--- config.mk ---
export PLATFORM = sky130hd
export DESIGN_NAME = bpfhm_front
export DESIGN_NICKNAME = d
export VERILOG_FILES = /design/src/design/bpfhm_pkg.sv /design/src/design/bpfhm_front.sv
export SDC_FILE = /design/constraint.sdc
export NUM_CORES = 1
export LEC_CHECK = 0
export BUFFER_PORTS_ARGS = -buffer_cell sky130_fd_sc_hd__buf_4
export CORE_MARGIN = 4
export CORE_UTILIZATION = 56
export CTS_BUF_LIST = sky130_fd_sc_hd__clkbuf_16
export CTS_CLUSTER_DIAMETER = 60
export DETAILED_ROUTE_END_ITERATION = 12
export HOLD_SLACK_MARGIN = 0.05
export PLACE_DENSITY_LB_ADDON = 0.05
export SETUP_SLACK_MARGIN = 0.1
export SLEW_MARGIN = 5
export SYNTH_ARGS = -nofsm -noshare
export SYNTH_HDL_FRONTEND = slang
export SYNTH_SLANG_ARGS = --single-unit
--- constraint.sdc ---
create_clock -name clk -period 7 [get_ports clk]
set_input_delay 0.7 -clock clk [delete_from_list [all_inputs] [get_ports clk]]
set_output_delay 0.7 -clock clk [all_outputs]
set_load 0.01 [all_outputs]
--- src/design/bpfhm_pkg.sv ---
// Shared constants and beat types for the bucketed page frame hash map.
package bpfhm_pkg;
  localparam int ROWS      = 256;
  localparam int WAYS      = 4;
  localparam int LINKS     = 2;
  localparam int SLOTS     = WAYS * LINKS;
  localparam int SLOT_W    = (SLOTS > 1) ? $clog2(SLOTS) : 1;
  localparam int ROW_W     = (ROWS > 1) ? $clog2(ROWS) : 1;
  localparam int MOD_W     = 9;
  localparam int PAGE_W    = 32;
  localparam int FRAME_W   = 16;
  localparam int FUNC_W    = 2;
  localparam int STAT_W    = 2;
  localparam int DIV_CNT_W = $clog2(PAGE_W);
  localparam int QDEPTH    = 2;
  localparam int QPTR_W    = $clog2(QDEPTH);
  localparam int QCNT_W    = $clog2(QDEPTH + 1);

  localparam logic [MOD_W-1:0] ROWS_RESET = MOD_W'(ROWS);
  localparam logic [MOD_W-1:0] MOD_ONE    = MOD_W'(1);
  localparam logic [DIV_CNT_W-1:0] DIV_LAST = DIV_CNT_W'(PAGE_W - 1);

  localparam logic [FUNC_W-1:0] FN_GET = 2'd0;
  localparam logic [FUNC_W-1:0] FN_PUT = 2'd1;
  localparam logic [FUNC_W-1:0] FN_DEL = 2'd2;

  localparam logic [STAT_W-1:0] ST_OK     = 2'd0;
  localparam logic [STAT_W-1:0] ST_ABSENT = 2'd1;
  localparam logic [STAT_W-1:0] ST_FULL   = 2'd2;

  typedef struct packed {
    logic [FUNC_W-1:0]  func;
    logic [PAGE_W-1:0]  page;
    logic [FRAME_W-1:0] new_frame;
  } in_beat_t;

  typedef struct packed {
    logic [FRAME_W-1:0] result_frame;
    logic [STAT_W-1:0]  status;
  } out_beat_t;

  typedef struct packed {
    in_beat_t         item;
    logic [ROW_W-1:0] row;
  } qent_t;

  typedef struct packed {
    logic [SLOTS-1:0]              valid;
    logic [SLOTS-1:0][PAGE_W-1:0]  page;
    logic [SLOTS-1:0][FRAME_W-1:0] frame;
  } row_t;
endpackage

--- src/design/bpfhm_front.sv ---
// Front end: accepts beats and reduces the page to its row, one quotient bit a cycle.
module bpfhm_front (
  input  logic                          clk,
  input  logic                          rst_n,
  input  bpfhm_pkg::in_beat_t           in_beat,
  input  logic                          in_valid,
  output logic                          in_stall,
  input  logic [bpfhm_pkg::MOD_W-1:0]   rows_in_use,
  output bpfhm_pkg::qent_t              q_wdata,
  output logic                          q_push,
  input  logic                          q_full
);
  import bpfhm_pkg::*;

  typedef enum logic [2:0] {
    F_IDLE = 3'b001,
    F_DIV  = 3'b010,
    F_PUSH = 3'b100
  } fstate_t;

  fstate_t               state_r, state_nxt;
  in_beat_t              item_r;
  logic [PAGE_W-1:0]     div_r;
  logic [ROW_W-1:0]      rem_r, rem_nxt;
  logic [MOD_W-1:0]      m_r, m_sat;
  logic [DIV_CNT_W-1:0]  cnt_r;
  logic [ROW_W:0]        trial, m_ext, diff;
  logic                  accept;

  assign in_stall = (state_r != F_IDLE);
  assign accept   = in_valid && !in_stall;

  always_comb begin
    if (rows_in_use == '0) begin
      m_sat = MOD_ONE;
    end else if (rows_in_use > ROWS_RESET) begin
      m_sat = ROWS_RESET;
    end else begin
      m_sat = rows_in_use;
    end
  end

  assign trial = {rem_r, div_r[PAGE_W-1]};
  assign m_ext = (ROW_W + 1)'(m_r);
  assign diff  = trial - m_ext;
  assign rem_nxt = (trial >= m_ext) ? diff[ROW_W-1:0] : trial[ROW_W-1:0];

  always_comb begin
    state_nxt = state_r;
    case (state_r)
      F_IDLE: if (accept) state_nxt = F_DIV;
      F_DIV:  if (cnt_r == DIV_LAST) state_nxt = F_PUSH;
      F_PUSH: if (!q_full) state_nxt = F_IDLE;
      default: state_nxt = F_IDLE;
    endcase
  end

  always_ff @(posedge clk) begin
    if (!rst_n) begin
      state_r <= F_IDLE;
    end else begin
      state_r <= state_nxt;
    end
  end

  always_ff @(posedge clk) begin
    if (accept) begin
      item_r <= in_beat;
      div_r  <= in_beat.page;
      rem_r  <= '0;
      m_r    <= m_sat;
      cnt_r  <= '0;
    end else if (state_r == F_DIV) begin
      div_r <= {div_r[PAGE_W-2:0], 1'b0};
      rem_r <= rem_nxt;
      cnt_r <= cnt_r + 1'b1;
    end
  end

  assign q_push       = (state_r == F_PUSH) && !q_full;
  assign q_wdata.item = item_r;
  assign q_wdata.row  = rem_r;

  a_rem_below_mod: assert property (@(posedge clk) disable iff (!rst_n)
    state_r == F_DIV |-> {1'b0, rem_r} < m_ext)
    else $error("remainder not below modulus");
  a_div_done: assert property (@(posedge clk) disable iff (!rst_n)
    (state_r == F_DIV && cnt_r == DIV_LAST) |=> state_r == F_PUSH)
    else $error("division did not finish after last step");
endmodule

; After elaboration in Yosys (flattened, before gate mapping)
; Cells that the tools add are included.
[word_totals]
register_bits = 107
word_cells = 37
inputBits = 63
output_inout_bits = 60
[op_classes]
n_eq_ne = 8
mux = 8
addsub = 2
magnitude_cmp = 2
reduce_logical = 8
[ops]
columns = cell, count
row1 = two-way mux 32 bit, 2
row2 = greater-or-equal comparator 9 bit, 1
row3 = "greater-than comparator 9 bit, second input constant", 1
row4 = logical NOT 9 bit, 1
row5 = two-way mux 3 bit, 3
row6 = two-way mux 9 bit, 1
row7 = one-hot mux 3 bit (3 select lines), 1
row8 = two-way mux 8 bit, 1
row9 = subtractor 8 bit, 1
row10 = "!= test 2 bit, second input constant", 3
row11 = "adder 5 x 1 -> 5 bit, second input constant", 1
row12 = "equality test 5 bit, second input constant", 1
row13 = "equality test 3 x 1 -> 1 bit, second input constant", 1
row14 = "equality test 3 x 2 -> 1 bit, second input constant", 1
row15 = "equality test 3 bit, second input constant", 1
row16 = "!= test 3 x 1 -> 1 bit, second input constant", 1
row17 = AND reduction 3 bit, 1
row18 = logical AND 1 bit, 2
row19 = logical NOT 1 bit, 2
row20 = nonzero test 2 bit, 1
row21 = OR reduction 2 bit, 1

; Logic depth before layout (Yosys ltp)
[depth]
depth_word = 5
ltp_mapped = 9
mapped_depth_nobuf = 8

; Worst setup path before layout
; No wires, ideal clock.
[synth_path]
path_type = input-to-reg
start = input in_valid
end = register div_r[28] (data pin)
path_buffers = 2
path_slack_ns = 4.443
t_arrival_ns = 2.296
t_required_ns = 6.740
stages = 5
setup_time_ns = 0.260
path_cell_list = inv_1 -> nor2_1 -> buf_2 -> buf_2 -> mux2_2
[synth_between]
elab_chain_len = 2
[synth_lines]
columns = item, line_no
row1 = from (decl), bpfhm_front.sv:6  ; input logic in_valid,
row2 = logical AND 1 bit, bpfhm_front.sv:31  ; assign accept = in_valid && !in_stall;
row3 = named net accept, bpfhm_front.sv:28  ; logic accept;
row4 = two-way mux 32 bit, bpfhm_front.sv:67  ; if (accept) begin
row5 = to (signal assigned), bpfhm_front.sv:69  ; div_r <= in_beat.page;
row6 = to (signal assigned), bpfhm_front.sv:74  ; div_r <= {div_r[PAGE_W-2:0], 1'b0};
row7 = to (decl), bpfhm_front.sv:23  ; logic [PAGE_W-1:0] div_r;
; The timed path passes the listed nets, and every way through them passes these cells.
; A chain may end at the register's enable or synchronous reset.

; Worst setup path in the final report
[layout_path]
start = register state_r[2]
end = register div_r[5] (data pin)
[layout_between]
elab_chain_len = 4
[layout_lines]
columns = item, line_no
row1 = from (decl), bpfhm_front.sv:21  ; fstate_t state_r, state_nxt;
row2 = from (signal assigned), bpfhm_front.sv:62  ; state_r <= state_nxt;
row3 = != test 3 x 1 -> 1 bit, bpfhm_front.sv:30  ; assign in_stall = (state_r != F_IDLE);
row4 = logical NOT 1 bit, bpfhm_front.sv:31
row5 = logical AND 1 bit, bpfhm_front.sv:31
row6 = two-way mux 32 bit, bpfhm_front.sv:67
; No other way between the ends.

==> results.py <==
metrics = {
    "power_and_ir_drop": {
        "finalPower_mw": 1.41,
        "p_sw_share_pct": 23.3,
        "p_per_area_mw_per_mm2": 245,
        "combPwrFrac_pct": 11.8,
        "pwr-share-clk_pct": 34.0,
        "p_int_mw": 1.08,
        "switchingPower_uw": 328,
        "p_seq_share_pct": 54.3,
        "ir_worst_vdd_v": 0.000156,
        "total_leakage_power_nw": 2.35,
    },
    "drt": {
        "vias": 2850,
        "dr_wl_met3_um": 498,
        "vias_per_cell": 5.32,
        "drc": 0,
        "firstDrtPassIters": 4,
        "drt-total-wl_um": 8540,
        "wl_met1_um": 3350,
        "drtIter0Drc": 151,
        "highest_layer": "met4",
        "drt.antenna.violating_nets": 0,
        "met2_wirelength_um": 4620,
        "wire_per_inst_um": 15.9,
    },
    "sta": {
        "setup-violations-final": 0,
        "tns_ns": 0,
        "min_period_over_period_pct": 34.0,
        "fin_skew_ns": 0.00795,
        "slew_headroom_pct": 21.3,
        "rsz0062_at_grt": "no",
        "final_max_slew_viol_count": 0,
        "fmax_mhz": 421,
        "tightestPinTransition_ns": 1.18,
        "hold_ws_ns": 0.482,
        "period_minus_slack_ns": 2.38,
        "hold_viol": 0,
    },
    "synthesis": {
        "post-synth-top-count-cell": "edfxtp_1",
        "synth-seq-area-share_pct": 68.4,
        "yosysTopAreaCellShare_pct": 61.2,
        "synth_common_cells": "edfxtp_1, mux2_2, nand2_1, inv_1, dfxtp_1",
        "synth_cells": 303,
        "post_synth.cell_area_avg_sq_um": 14.7,
        "synth_edf_count": 91,
        "synth_top_area_cell": "edfxtp_1",
        "syn_nets": 380,
        "synthFlopType": "edfxtp_1",
        "synth-async-reset-ratio_pct": 0,
        "synth_cell_types": 54,
        "ys_ff_latch": 107,
        "netlist_top_cells_area": "edfxtp_1, mux2_2, dfxtp_1",
        "ys_warn_count": 0,
        "syn_area_sq_mm": 0.00446,
    },
    "floorplan": {
        "core.rowCount": 32,
        "die_h_um": 97.3,
        "die_x_um": 97.3,
        "core_sq_mm": 0.00773,
        "initial_utilization_pct": 57.8,
        "io_pins": 123,
        "die_area_sq_mm": 0.00946,
    },
    "clock_tree": {
        "cts_setup_buffers": 0,
        "cts-root-buf": "clkbuf_16",
        "clk_latency_ns": 0.34,
        "cts_buffers": 9,
        "hold_buffers": 0,
        "htree_levels": 3,
        "cts.sinks": 107,
        "post_cts_resized": 0,
        "cts_tree": "yes",
        "path_clk_slew_ns": 0.08,
        "cts_max_path_buffers": 2,
    },
    "global_routing": {
        "grt_start_max_net_pins": 97,
        "grt-ovfl-total": 0,
        "grt_usage_pct": 18.3,
        "grt_pass1_wl_um": 13900,
        "antenna_found_initial": 0,
        "grt_pass1_vias": 2913,
    },
    "critical_path": {
        "start_kind": "flop",
        "crit_arrival_ns": 2.46,
        "crit_path_end_kind": "flop",
        "path_max_fanout": 96,
        "rrSetupSlack_ns": 4.62,
        "worstPathRequired_ns": 7.08,
        "crit_type": "flop to flop",
    },
    "outcome": {
        "status": "finished, final reports clean",
    },
    "flow_run": {
        "drv_cap": 0,
    },
    "finish": {
        "antenna_cells": 0,
        "nets": 506,
        "syn2layout_area_growth_pct": 29.2,
        "drive_gt1_share_pct": 41.9,
        "postLayoutCoreUtil_pct": 74.6,
    },
    "placement": {
        "dpl.hpwl_um": 6080,
        "gp_congestion": 0.780,
        "port_buffers": 122,
    },
    "worst_hold_path": {
        "hold_path.class": "flop to flop",
    },
}
cell usage in the layout, fill, tap and decap left out, types with 5 or more instances in the layout:
cell type / Yosys / routed
nor2_1: 14 / 13
and2_1: 8 / 8
edfxtp_1: 91 / 91
buf_4: 0 / 124
inv_1: 19 / 19
nand2_1: 22 / 22
mux2_2: 31 / 31
a21oi_1: 9 / 9
dfxtp_1: 16 / 16
nand2b_1: 5 / 5
clkbuf_16: 0 / 9
ha_1: 13 / 13
layout make-up:
| type | count | area (sq um) |
|---|---|---|
| clock buffer | 9 | 225 |
| inverter | 19 | 71.3 |
| sequential | 107 | 3050 |
| fill | 512 | 1960 |
| tap | 102 | 128 |
| multi-input combinational | 168 | 1300 |
| timing repair buffer | 124 | 931 |
| clock inverter | 7 | 61.3 |
path summary, 6_finish.rpt:
check             start        to  cells past startpoint
min reg2reg    cnt_r[4]  cnt_r[4]                      2
max reg2reg  state_r[2]  div_r[5]                      5
min            cnt_r[4]  cnt_r[4]                      2
max          state_r[2]  div_r[5]                      5
cell families after synthesis:
group,share of synthesized area [%]
buf+inv,2.72
simple gates,9.25
fa+ha+maj,4.09
xor+xnor,0.981
mux,7.82
compound gates,6.73
flops,68.4
worst max-delay path: stages, from the launching register on:
cell and delay (ns):
dfxtp_1 0.33, inv_1 0.15, nand3b_1 0.17, nor2_4 0.11
buf_4 0.84, mux2_2 0.43
through the flow:
step,setup WS [ns],cells,instance area (sq um)
after floorplan,4.44,303,4460
after global routing,4.50,536,5770
final,4.62,536,5770
after detailed placement,4.44,520,5480
after CTS,4.65,536,5770
after global placement,4.48,520,5480
layer usage:
layer | track usage (%) | up-vias
li1 | - | 1391
met2 | 32.1 | 84
met4 | 6.50 | 0
met1 | 22.3 | 1369
met3 | 4.02 | 6
met5 | 0 | -
flip-flops by register name, summed over array words and instances, names as in the netlist:
name     count
state_r      3
cnt_r        5
div_r       32
m_ext        9
q_wdata     50
rem_r        8
power by group through the flow:
stage / registers [mW] / logic [mW] / clock network [mW]
floorplan: 0.787 / 0.0785 / 0
global placement: 0.780 / 0.163 / 0
detailed placement: 0.780 / 0.169 / 0
CTS: 0.767 / 0.168 / 0.491
global route: 0.770 / 0.182 / 0.517
finish: 0.766 / 0.166 / 0.480
(Power assumes the default switching activity.)
