`src/design/bpfhm_pkg.sv`:
```
// Shared constants and beat types for the bucketed page frame hash map.
package bpfhm_pkg;
  localparam int ROWS      = 256;
  localparam int WAYS      = 4;
  localparam int LINKS     = 2;
  localparam int SLOTS     = WAYS * LINKS;
  localparam int SLOT_W    = (SLOTS > 1) ? $clog2(SLOTS) : 1;
  localparam int ROW_W     = (ROWS > 1) ? $clog2(ROWS) : 1;
  localparam int MOD_W     = 9;
  localparam int PAGE_W    = 32;
  localparam int FRAME_W   = 16;
  localparam int FUNC_W    = 2;
  localparam int STAT_W    = 2;
  localparam int DIV_CNT_W = $clog2(PAGE_W);
  localparam int QDEPTH    = 2;
  localparam int QPTR_W    = $clog2(QDEPTH);
  localparam int QCNT_W    = $clog2(QDEPTH + 1);

  localparam logic [MOD_W-1:0] ROWS_RESET = MOD_W'(ROWS);
  localparam logic [MOD_W-1:0] MOD_ONE    = MOD_W'(1);
  localparam logic [DIV_CNT_W-1:0] DIV_LAST = DIV_CNT_W'(PAGE_W - 1);

  localparam logic [FUNC_W-1:0] FN_GET = 2'd0;
  localparam logic [FUNC_W-1:0] FN_PUT = 2'd1;
  localparam logic [FUNC_W-1:0] FN_DEL = 2'd2;

  localparam logic [STAT_W-1:0] ST_OK     = 2'd0;
  localparam logic [STAT_W-1:0] ST_ABSENT = 2'd1;
  localparam logic [STAT_W-1:0] ST_FULL   = 2'd2;

  typedef struct packed {
    logic [FUNC_W-1:0]  func;
    logic [PAGE_W-1:0]  page;
    logic [FRAME_W-1:0] new_frame;
  } in_beat_t;

  typedef struct packed {
    logic [FRAME_W-1:0] result_frame;
    logic [STAT_W-1:0]  status;
  } out_beat_t;

  typedef struct packed {
    in_beat_t         item;
    logic [ROW_W-1:0] row;
  } qent_t;

  typedef struct packed {
    logic [SLOTS-1:0]              valid;
    logic [SLOTS-1:0][PAGE_W-1:0]  page;
    logic [SLOTS-1:0][FRAME_W-1:0] frame;
  } row_t;
endpackage

```
`src/design/bpfhm_fifo.sv`:
```
// Two-entry queue between the front end and the table engine.
module bpfhm_fifo (
  input  logic              clk,
  input  logic              rst_n,
  input  logic              push,
  input  bpfhm_pkg::qent_t  wdata,
  output logic              full,
  input  logic              pop,
  output bpfhm_pkg::qent_t  rdata,
  output logic              empty
);
  import bpfhm_pkg::*;

  qent_t             ent_r [QDEPTH];
  logic [QPTR_W-1:0] wr_ptr_r, rd_ptr_r;
  logic [QCNT_W-1:0] cnt_r;

  assign full  = (cnt_r == QCNT_W'(QDEPTH));
  assign empty = (cnt_r == '0);
  assign rdata = ent_r[rd_ptr_r];

  always_ff @(posedge clk) begin
    if (!rst_n) begin
      wr_ptr_r <= '0;
      rd_ptr_r <= '0;
      cnt_r    <= '0;
    end else begin
      if (push) wr_ptr_r <= wr_ptr_r + 1'b1;
      if (pop)  rd_ptr_r <= rd_ptr_r + 1'b1;
      if (push && !pop) begin
        cnt_r <= cnt_r + 1'b1;
      end else if (pop && !push) begin
        cnt_r <= cnt_r - 1'b1;
      end
    end
  end

  always_ff @(posedge clk) begin
    if (push) ent_r[wr_ptr_r] <= wdata;
  end

  a_no_overflow: assert property (@(posedge clk) disable iff (!rst_n)
    cnt_r <= QCNT_W'(QDEPTH))
    else $error("queue count out of range");
endmodule

```
`config.mk`:
```
export PLATFORM = sky130hd
export DESIGN_NAME = bpfhm_fifo
export DESIGN_NICKNAME = d
export VERILOG_FILES = /design/src/design/bpfhm_pkg.sv /design/src/design/bpfhm_fifo.sv
export SDC_FILE = /design/constraint.sdc
export NUM_CORES = 1
export LEC_CHECK = 0
export BUFFER_PORTS_ARGS = -buffer_cell sky130_fd_sc_hd__buf_2
export CORE_AREA = 3 3 86 105
export DETAILED_ROUTE_END_ITERATION = 7
export DIE_AREA = 0 0 89 108
export PLACE_DENSITY = 0.84
export SLEW_MARGIN = 10
export SYNTH_ARGS = -nofsm -noshare
export SYNTH_HDL_FRONTEND = slang
export SYNTH_SLANG_ARGS = --single-unit
```
`constraint.sdc`:
```
create_clock -name clk -period 10.8 [get_ports clk]
set_input_delay 2.16 -clock clk [delete_from_list [all_inputs] [get_ports clk]]
set_output_delay 2.16 -clock clk [all_outputs]
set_load 0.05 [all_outputs]
```
# Word level (Yosys, flattened, before mapping)
# Memory sizes are Yosys's and may differ from the RTL's. A register that Yosys moved wholly into a read port is not among the register bits.
# Cells that the tools add are included.
# totals
ff_bits,4
ram_bits,116
in_bits,62
n_memories,1
# mem_list
name,depth,word_bits,rd,rd_ports_with_merged_regs,write_ports,line,text
ent_r,2,58,1,1,1,bpfhm_fifo.sv:14,qent_t ent_r [QDEPTH];
# op_classes
add_sub_neg,4
eq_ne,1
n_mux,6
reduce_logical,6
# ops
cell,count
2-to-1 mux 1 bit,4
2-to-1 mux 2 bit,2
"adder 1 bit, second input constant",2
"adder 2 x 1 -> 2 bit, second input constant",1
"equality test 2 bit, second input constant",1
logical AND 1 bit,2
logical NOT 1 bit,2
logical NOT 2 bit,1
nonzero test 2 bit,1
"subtractor 2 x 1 -> 2 bit, second input constant",1

# Logic depth before layout (Yosys ltp)
# Gate-level depths: netlist of the first run.
# logic_depth
ltp_word,4
mapped_depth,5
ltp_nobuf,5

# Worst setup path after synthesis of the first run
# Ideal clock, no wire load.
# synth_timing
kind,input -> register
startpoint,input port push
endpoint,memory ent_r[0][0] in the netlist's numbering (enable)
arrival_time_ns,4.749
required_time_ns,10.318
path_slack_ns,5.569
cell_stages,1
n_path_buf,0
cell_sequence,nor2b_1
# synth_between
elab_chain_len,2
# synth_rtl
element,line,text
from (decl),bpfhm_fifo.sv:5,"input logic push,"
2-to-1 mux 1 bit,bpfhm_fifo.sv:39,if (push) ent_r[wr_ptr_r] <= wdata;
2-to-1 mux 1 bit (implied by the code),bpfhm_fifo.sv:39,
to (decl),bpfhm_fifo.sv:14,
# Every way passes these cells.

==> impl_metrics.csv, run 1 <==
group,metric,value,unit
logic_synthesis,syn-num-nets,265,
logic_synthesis,synth_seq_area_share,81.4,%
critical_path,regToRegSetupSlack,8.96,ns
logic_synthesis,yosys-top-cells-area,"edfxtp_1 (79%), mux2_2 (15%), dfxtp_1 (2.3%)",
critical_path,crit_path_end_kind,"output pin",
clock_network,ctsHtreeMaxLevel,4,
clock_network,clkSlewWorstSetupHoldPaths,0.06,ns
final_layout,drive_above_1_share,60.8,%
floorplanning,dieArea,9610,µm²
detailed_routing,drc,0,
critical_path,start_kind,"flop",
power_and_ir_drop,p_per_area,227,nW/µm²
sta,finalCriticalPeriod,4.22,ns
critical_path,critPathMaxFanout,58,
detailed_routing,postRouteAntennaNets,0,
clock_network,ctsResizeCount,0,
clock_network,cts_made_buffers,17,
final_layout,fill_cells,508,
power_and_ir_drop,seqPwrFrac,42.1,%
critical_path,r2r-end,"ent_r[1][41]",
global_routing,antenna_found_initial,0,
logic_synthesis,syn_inst,202,
global_routing,grt_max_degree,59,
floorplanning,core,8060,µm²
logic_synthesis,yosysMostFrequentCell,"edfxtp_1",
sta,setup_viol,0,
sta,slew_violations,0,
flow_run,cap_violations,0,
clock_network,cts_tree,"yes",
critical_path,critPathMaxStageDelay,0.59,ns
clock_network,cts_sinks,121,
logic_synthesis,synth_top_area_share,79.1,%
detailed_routing,drt_iter0_drc,114,
critical_path,worstPathCellList,"buf_4 -> mux2_2 -> buf_2",
power_and_ir_drop,vdd_drop_max,0.150,mV
placement,dpl_worst_slack,6.92,ns
power_and_ir_drop,p_leak,2.19,nW
logic_synthesis,yosysUniqueCellTypes,18,
clock_network,worstSkewPairLatency,0.50,ns
clock_network,cts_buffer_depth,2,
floorplanning,rows,36,
sta,fin_skew,0.00538,ns
critical_path,r2r-start,"wr_ptr_r",
clock_network,postCtsSetupBuffers,0,
detailed_routing,vias_per_cell,5.12,
detailed_routing,wire_per_inst,16.7,µm
sta,min_period_over_period,39.1,%
detailed_routing,drt-pass1-iter-count,4,
floorplanning,io_pins,122,
outcome,status,"finished clean",
logic_synthesis,syn_avg_cell_area,21.8,µm²
final_layout,final_nets,402,
power_and_ir_drop,pwr-share-clk,44.4,%
detailed_routing,vias,2289,
power_and_ir_drop,p_comb_share,13.5,%
floorplanning,die_h,108,µm
detailed_routing,drt-total-wl,7480,µm
logic_synthesis,synth_edf_count,116,
sta,tns,0,ns
global_routing,grt_util_all_layers,16.0,%
power_and_ir_drop,switching_share,24.3,%
placement,portBuffers,121,
logic_synthesis,ys.flop_type,"edfxtp_1",
logic_synthesis,synth_warnings,0,
placement,hpwl,4800,µm
sta,fin_ws,6.58,ns
clock_network,postCtsHoldBufs,0,
critical_path,critical_path_class,"reg2out",
logic_synthesis,synthTopCellsByCount,"edfxtp_1 (116), mux2_2 (57), dfxtp_1 (5)",
sta,slew_headroom,49.7,%
floorplanning,dieWidth,89,µm
global_routing,grt_pass1_wl,11100,µm
global_routing,grt.overflow.total,0,
critical_path,required,8.64,ns
min_path,min_path_type,"reg2reg",
sta,worst_slew_pin_slew,0.755,ns
critical_path,crit_end,"rdata[49]",
logic_synthesis,syn_area,4400,µm²
power_and_ir_drop,switchingPower,0.317,mW
critical_path,cpMaxStageDelayCell,"buf_4",
final_layout,diodes,0,
global_routing,grt_pass1_vias,2320,
final_layout,layout-area-overhead-vs-synth,30.2,%
sta,rsz0062_at_grt,"false",
critical_path,r2r_cells,2,
placement,finalWeightedCongestion,0.677,
clock_network,clockRootBuffer,"clkbuf_8",
logic_synthesis,postSynth.asyncResetShare,0,%
sta,hold_viol,0,
power_and_ir_drop,intPower,0.986,mW
sta,max_freq,237,MHz
critical_path,arrival,2.06,ns
logic_synthesis,ys_ff_latch,121,
logic_synthesis,yosysTopAreaCell,"edfxtp_1",
floorplanning,start_util,54.6,%
## cell families after synthesis
kind of cell,after synthesis,share of synthesized area [%]
and+or+nand+nor,9,1.28
xor gates and xnor gates,3,0.597
AOI/OAI and AO/OA,3,0.455
buffers and inverters,7,1.19
muxes,58,14.8
DFF,121,81.4
adders and majority gates,1,0.284
## critical path: cells and delay by family (launching register included)
kind | cells | cell delay, ns
muxes | 1 | 0.43
buffers and inverters | 2 | 0.81
DFF | 1 | 0.31
## registers in the layout, summed over array words and instances (netlist names), named ones only
| name | flops |
|---|---|
| ent_r | 116 |
| wr_ptr_r | 1 |
| cnt_r | 2 |
| rd_ptr_r | 1 |
## cells in the final DEF (no fill, tap or decap)
master / n
and2_1: 3
xnor2_1: 1
nor2b_1: 1
o21a_1: 1
nor2b_4: 1
a21boi_1: 1
buf_2: 121
clkbuf_8: 1
dfxtp_1: 4
and2_2: 1
inv_1: 1
nor2_1: 1
edfxtp_1: 116
and2b_2: 1
dfxtp_2: 1
clkinv_2: 3
clkinvlp_4: 4
or3_1: 1
mux2_2: 57
clkinv_1: 3
o21ai_0: 1
ha_1: 1
bufinv_16: 5
clkbuf_16: 16
buf_4: 3
mux2_1: 1
xor2_1: 2
## stage by stage
step / cells / power, mW / cell area, µm² / util, % / hold WS [ns]
floorplan: 202 / 0.693 / 4400 / - / 0.466
global placement: 415 / 0.732 / 5110 / 63.4 / 0.481
detailed placement: 415 / 0.736 / 5110 / 63.4 / 0.523
CTS: 447 / 1.32 / 5730 / 71.1 / 0.530
global route: 447 / 1.35 / 5730 / 71.1 / 0.562
finish: 447 / 1.30 / 5730 / 71.1 / 0.524
## layout make-up
| class | instances | area (µm²) | share of cell area, % |
|---|---|---|---|
| Inverter | 1 | 3.75 | 0.0655 |
| Sequential cell | 121 | 3580 | 62.5 |
| Clock inverter | 15 | 206 | 3.60 |
| Timing Repair Buffer | 124 | 628 | 11.0 |
| Tap cell | 95 | 119 | 2.07 |
| Clock buffer | 17 | 414 | 7.22 |
| Multi-Input combinational cell | 74 | 777 | 13.6 |
## layer usage
layer,vias to the layer above,track usage [%],wire (µm),part of all wire [%]
met5,-,0,0,0
met4,0,7.87,108,1.4
met3,7,6.63,503,6.7
met2,83,26.1,3900,52
met1,1128,18.1,2970,40
li1,1071,-,-,-
## power groups by stage
stage	Clock, mW	Combinational, mW	Sequential, mW
finish	0.578	0.176	0.549
CTS	0.590	0.179	0.549
global route	0.615	0.185	0.550
floorplan	0	0.136	0.558
detailed placement	0	0.178	0.558
global placement	0	0.175	0.557
## worst min-delay path by stage
| stage | from | to | slack, ns | cells after the start |
|---|---|---|---|---|
| after global routing | cnt_r[1] | cnt_r[1] | 0.56 | 2 |
| final | cnt_r[1] | cnt_r[1] | 0.52 | 2 |
| after floorplan | cnt_r[1] | cnt_r[1] | 0.47 | 2 |
| after global placement | cnt_r[1] | cnt_r[1] | 0.48 | 2 |
| after detailed placement | cnt_r[1] | cnt_r[1] | 0.52 | 2 |
| after CTS | cnt_r[1] | cnt_r[1] | 0.53 | 2 |
No activity file was read; power rests on OpenSTA's default activity.
==> inputs of run 2 (changes only) <==
--- a/config.mk
+++ b/config.mk
@@ -6,10 +6,10 @@
 export NUM_CORES = 1
 export LEC_CHECK = 0
 export BUFFER_PORTS_ARGS = -buffer_cell sky130_fd_sc_hd__buf_2
-export CORE_AREA = 3 3 86 105
+export CORE_AREA = 3 3 89 108
 export DETAILED_ROUTE_END_ITERATION = 7
-export DIE_AREA = 0 0 89 108
-export PLACE_DENSITY = 0.84
+export DIE_AREA = 0 0 92 111
+export PLACE_DENSITY = 0.79
 export SLEW_MARGIN = 10
 export SYNTH_ARGS = -nofsm -noshare
 export SYNTH_HDL_FRONTEND = slang
==> constraint.sdc (replaced) <==
create_clock -name clk -period 4.1 [get_ports clk]
set_input_delay 0.82 -clock clk [delete_from_list [all_inputs] [get_ports clk]]
set_output_delay 0.82 -clock clk [all_outputs]
set_load 0.05 [all_outputs]
==> run 2 against run 1 <==
Net effect:
- clock skew grew 0.0028 ns
- combinational power grew to 2.6 times the previous value
- global-route usage shrank 0.87 points
- count of clock-buffer cells in the layout grew 2
- worst hold slack lost 0.0063 ns
- flip-flop and latch count is the same
- non-clock buffer count grew 1
- critical path depth is the same
- utilization shrank 5.0 points
- die area grew 6.2%
==> impl_metrics.csv, run 2 (synthesized netlist as in run 1, its figures left out) <==
group,metric,value,unit
sta,min_period_over_period,74.2,%
final_layout,register_area,3580,µm²
clock_network,ctsResizeCount,0,
placement,finalWeightedCongestion,0.700,
sta,rsz0062_at_grt,"false",
detailed_routing,drt_iter0_drc,95,
min_path,whs_path_depth,1,
sta,fin_skew,0.00823,ns
placement,hpwl,4900,µm
floorplanning,start_util,51.1,%
sta,tns,0,ns
global_routing,grt_pass1_wl,11600,µm
floorplanning,rows,37,
final_layout,reg_top3,"ent_r x116, cnt_r x2",
clock_network,clockRootBuffer,"clkbuf_8",
final_layout,regMostFlops,"ent_r",
sta,hold_viol,0,
final_layout,final_nets,403,
critical_path,critPathMaxFanout,25,
critical_path,r2r_cells,2,
clock_network,ctsHtreeMaxLevel,4,
clock_network,postCtsHoldBufs,0,
global_routing,grt_pass1_vias,2401,
critical_path,start_kind,"flop",
critical_path,arrival,2.22,ns
detailed_routing,vias_per_cell,4.86,
sta,worst_slew_pin_slew,0.769,ns
critical_path,required,3.28,ns
clock_network,cts_buffer_depth,2,
detailed_routing,postRouteAntennaNets,0,
clock_network,postCtsSetupBuffers,0,
final_layout,design_area,5690,µm²
critical_path,r2r-end,"ent_r[1][45]",
sta,slew_headroom,48.8,%
sta,slew_violations,0,
clock_network,cts_sinks,121,
final_layout,largest_reg_flops,116,
final_layout,diodes,0,
final_layout,final_common_cell,"buf_2",
sta,max_freq,329,MHz
clock_network,clkSlewWorstSetupHoldPaths,0.05,ns
detailed_routing,vias,2285,
global_routing,grt_max_degree,59,
detailed_routing,wire_per_inst,15.8,µm
clock_network,cts_made_buffers,17,
global_routing,antenna_found_initial,0,
global_routing,grt_util_all_layers,15.2,%
flow_run,cap_violations,0,
detailed_routing,drt-pass1-iter-count,4,
final_layout,multiInputGateArea,777,µm²
power_and_ir_drop,p_per_area,561,nW/µm²
final_layout,drive_above_1_share,60.6,%
placement,dpl_cell_area,5160,µm²
floorplanning,io_pins,122,
power_and_ir_drop,vdd_drop_max,0.347,mV
critical_path,critical_path_class,"reg2out",
global_routing,grt.overflow.total,0,
sta,finalCriticalPeriod,3.04,ns
detailed_routing,drc,0,
floorplanning,dieWidth,92,µm
critical_path,regToRegSetupSlack,2.52,ns
min_path,holdPathEnd,"ent_r[0][56]",
final_layout,layout-area-overhead-vs-synth,29.1,%
final_layout,final_cell_mix,"buf_2 (121), edfxtp_1 (116), mux2_2 (57)",
placement,portBuffers,121,
clock_network,worstSkewPairLatency,0.49,ns
power_and_ir_drop,p_leak,2.16,nW
clock_network,cts_tree,"yes",
outcome,status,"finished clean",
final_layout,fill_cells,642,
critical_path,crit_path_end_kind,"output pin",
critical_path,r2r-start,"wr_ptr_r",
detailed_routing,drt-total-wl,7450,µm
min_path,hp-start,"wdata[56]",
floorplanning,die_h,111,µm
floorplanning,dieArea,10200,µm²
floorplanning,core,8610,µm²
sta,setup_viol,0,
min_path,min_path_type,"in2reg",
run 2: cell count changes in the layout (fill, tap and decap cells not counted):
| cell | before | now |
|---|---|---|
| clkbuf_1 | 0 | 2 |
| clkinv_4 | 0 | 3 |
| clkinvlp_4 | 4 | 3 |
| buf_12 | 0 | 1 |
| clkinv_2 | 3 | 4 |
| bufinv_16 | 5 | 1 |
| clkinv_1 | 3 | 2 |
run 2: final cells by class:
type                            count  area share, %
Clock buffer                       19           7.41
Clock inverter                     13           1.87
Inverter                            1         0.0660
Multi-Input combinational cell     74           13.7
Sequential cell                   121           63.0
Tap cell                          117           2.57
Timing Repair Buffer              125           11.4
run 2: report_power, final:
| part | leakage [nW] | switching (mW) | internal [mW] | total [mW] |
|---|---|---|---|---|
| Sequential | 1.13 | 0.0258 | 1.43 | 1.45 |
| Combinational | 0.781 | 0.322 | 0.136 | 0.457 |
| Clock | 0.252 | 0.485 | 0.795 | 1.28 |
run 2: worst max path at each step:
stage | cells after the start | to
CTS | 3 | rdata[47]
detailed placement | 3 | rdata[47]
global route | 3 | rdata[21]
floorplan | 1 | ent_r[0][0]
global placement | 3 | rdata[2]
finish | 3 | rdata[47]
run 2: critical path, cell delays in order, from the launching register on:
cell and delay (ns):
dfxtp_2 0.72, buf_4 0.41, mux2_2 0.38, buf_2 0.21
run 2: layer usage:
| metal | part of all wire (%) | GRT usage (%) |
|---|---|---|
| met1 | 40 | 17.6 |
| met2 | 52 | 24.9 |
| met3 | 6.0 | 5.36 |
| met4 | 1.6 | 7.33 |
| met5 | 0 | 0 |
run 2: through the flow:
stage | std cells | utilization, % | power, mW | hold WS, ns | setup WS (ns)
3_5_place_dp | 438 | 59.9 | 1.94 | 0.521 | 1.53
4_1_cts | 470 | 66.1 | 3.23 | 0.488 | 0.992
6_report | 470 | 66.1 | 3.19 | 0.518 | 1.06
5_1_grt | 470 | 66.1 | 3.31 | 0.485 | 0.922
2_1_floorplan | 202 | - | 1.83 | 0.466 | 0.209
3_3_place_gp | 438 | 59.9 | 1.93 | 0.479 | 1.59
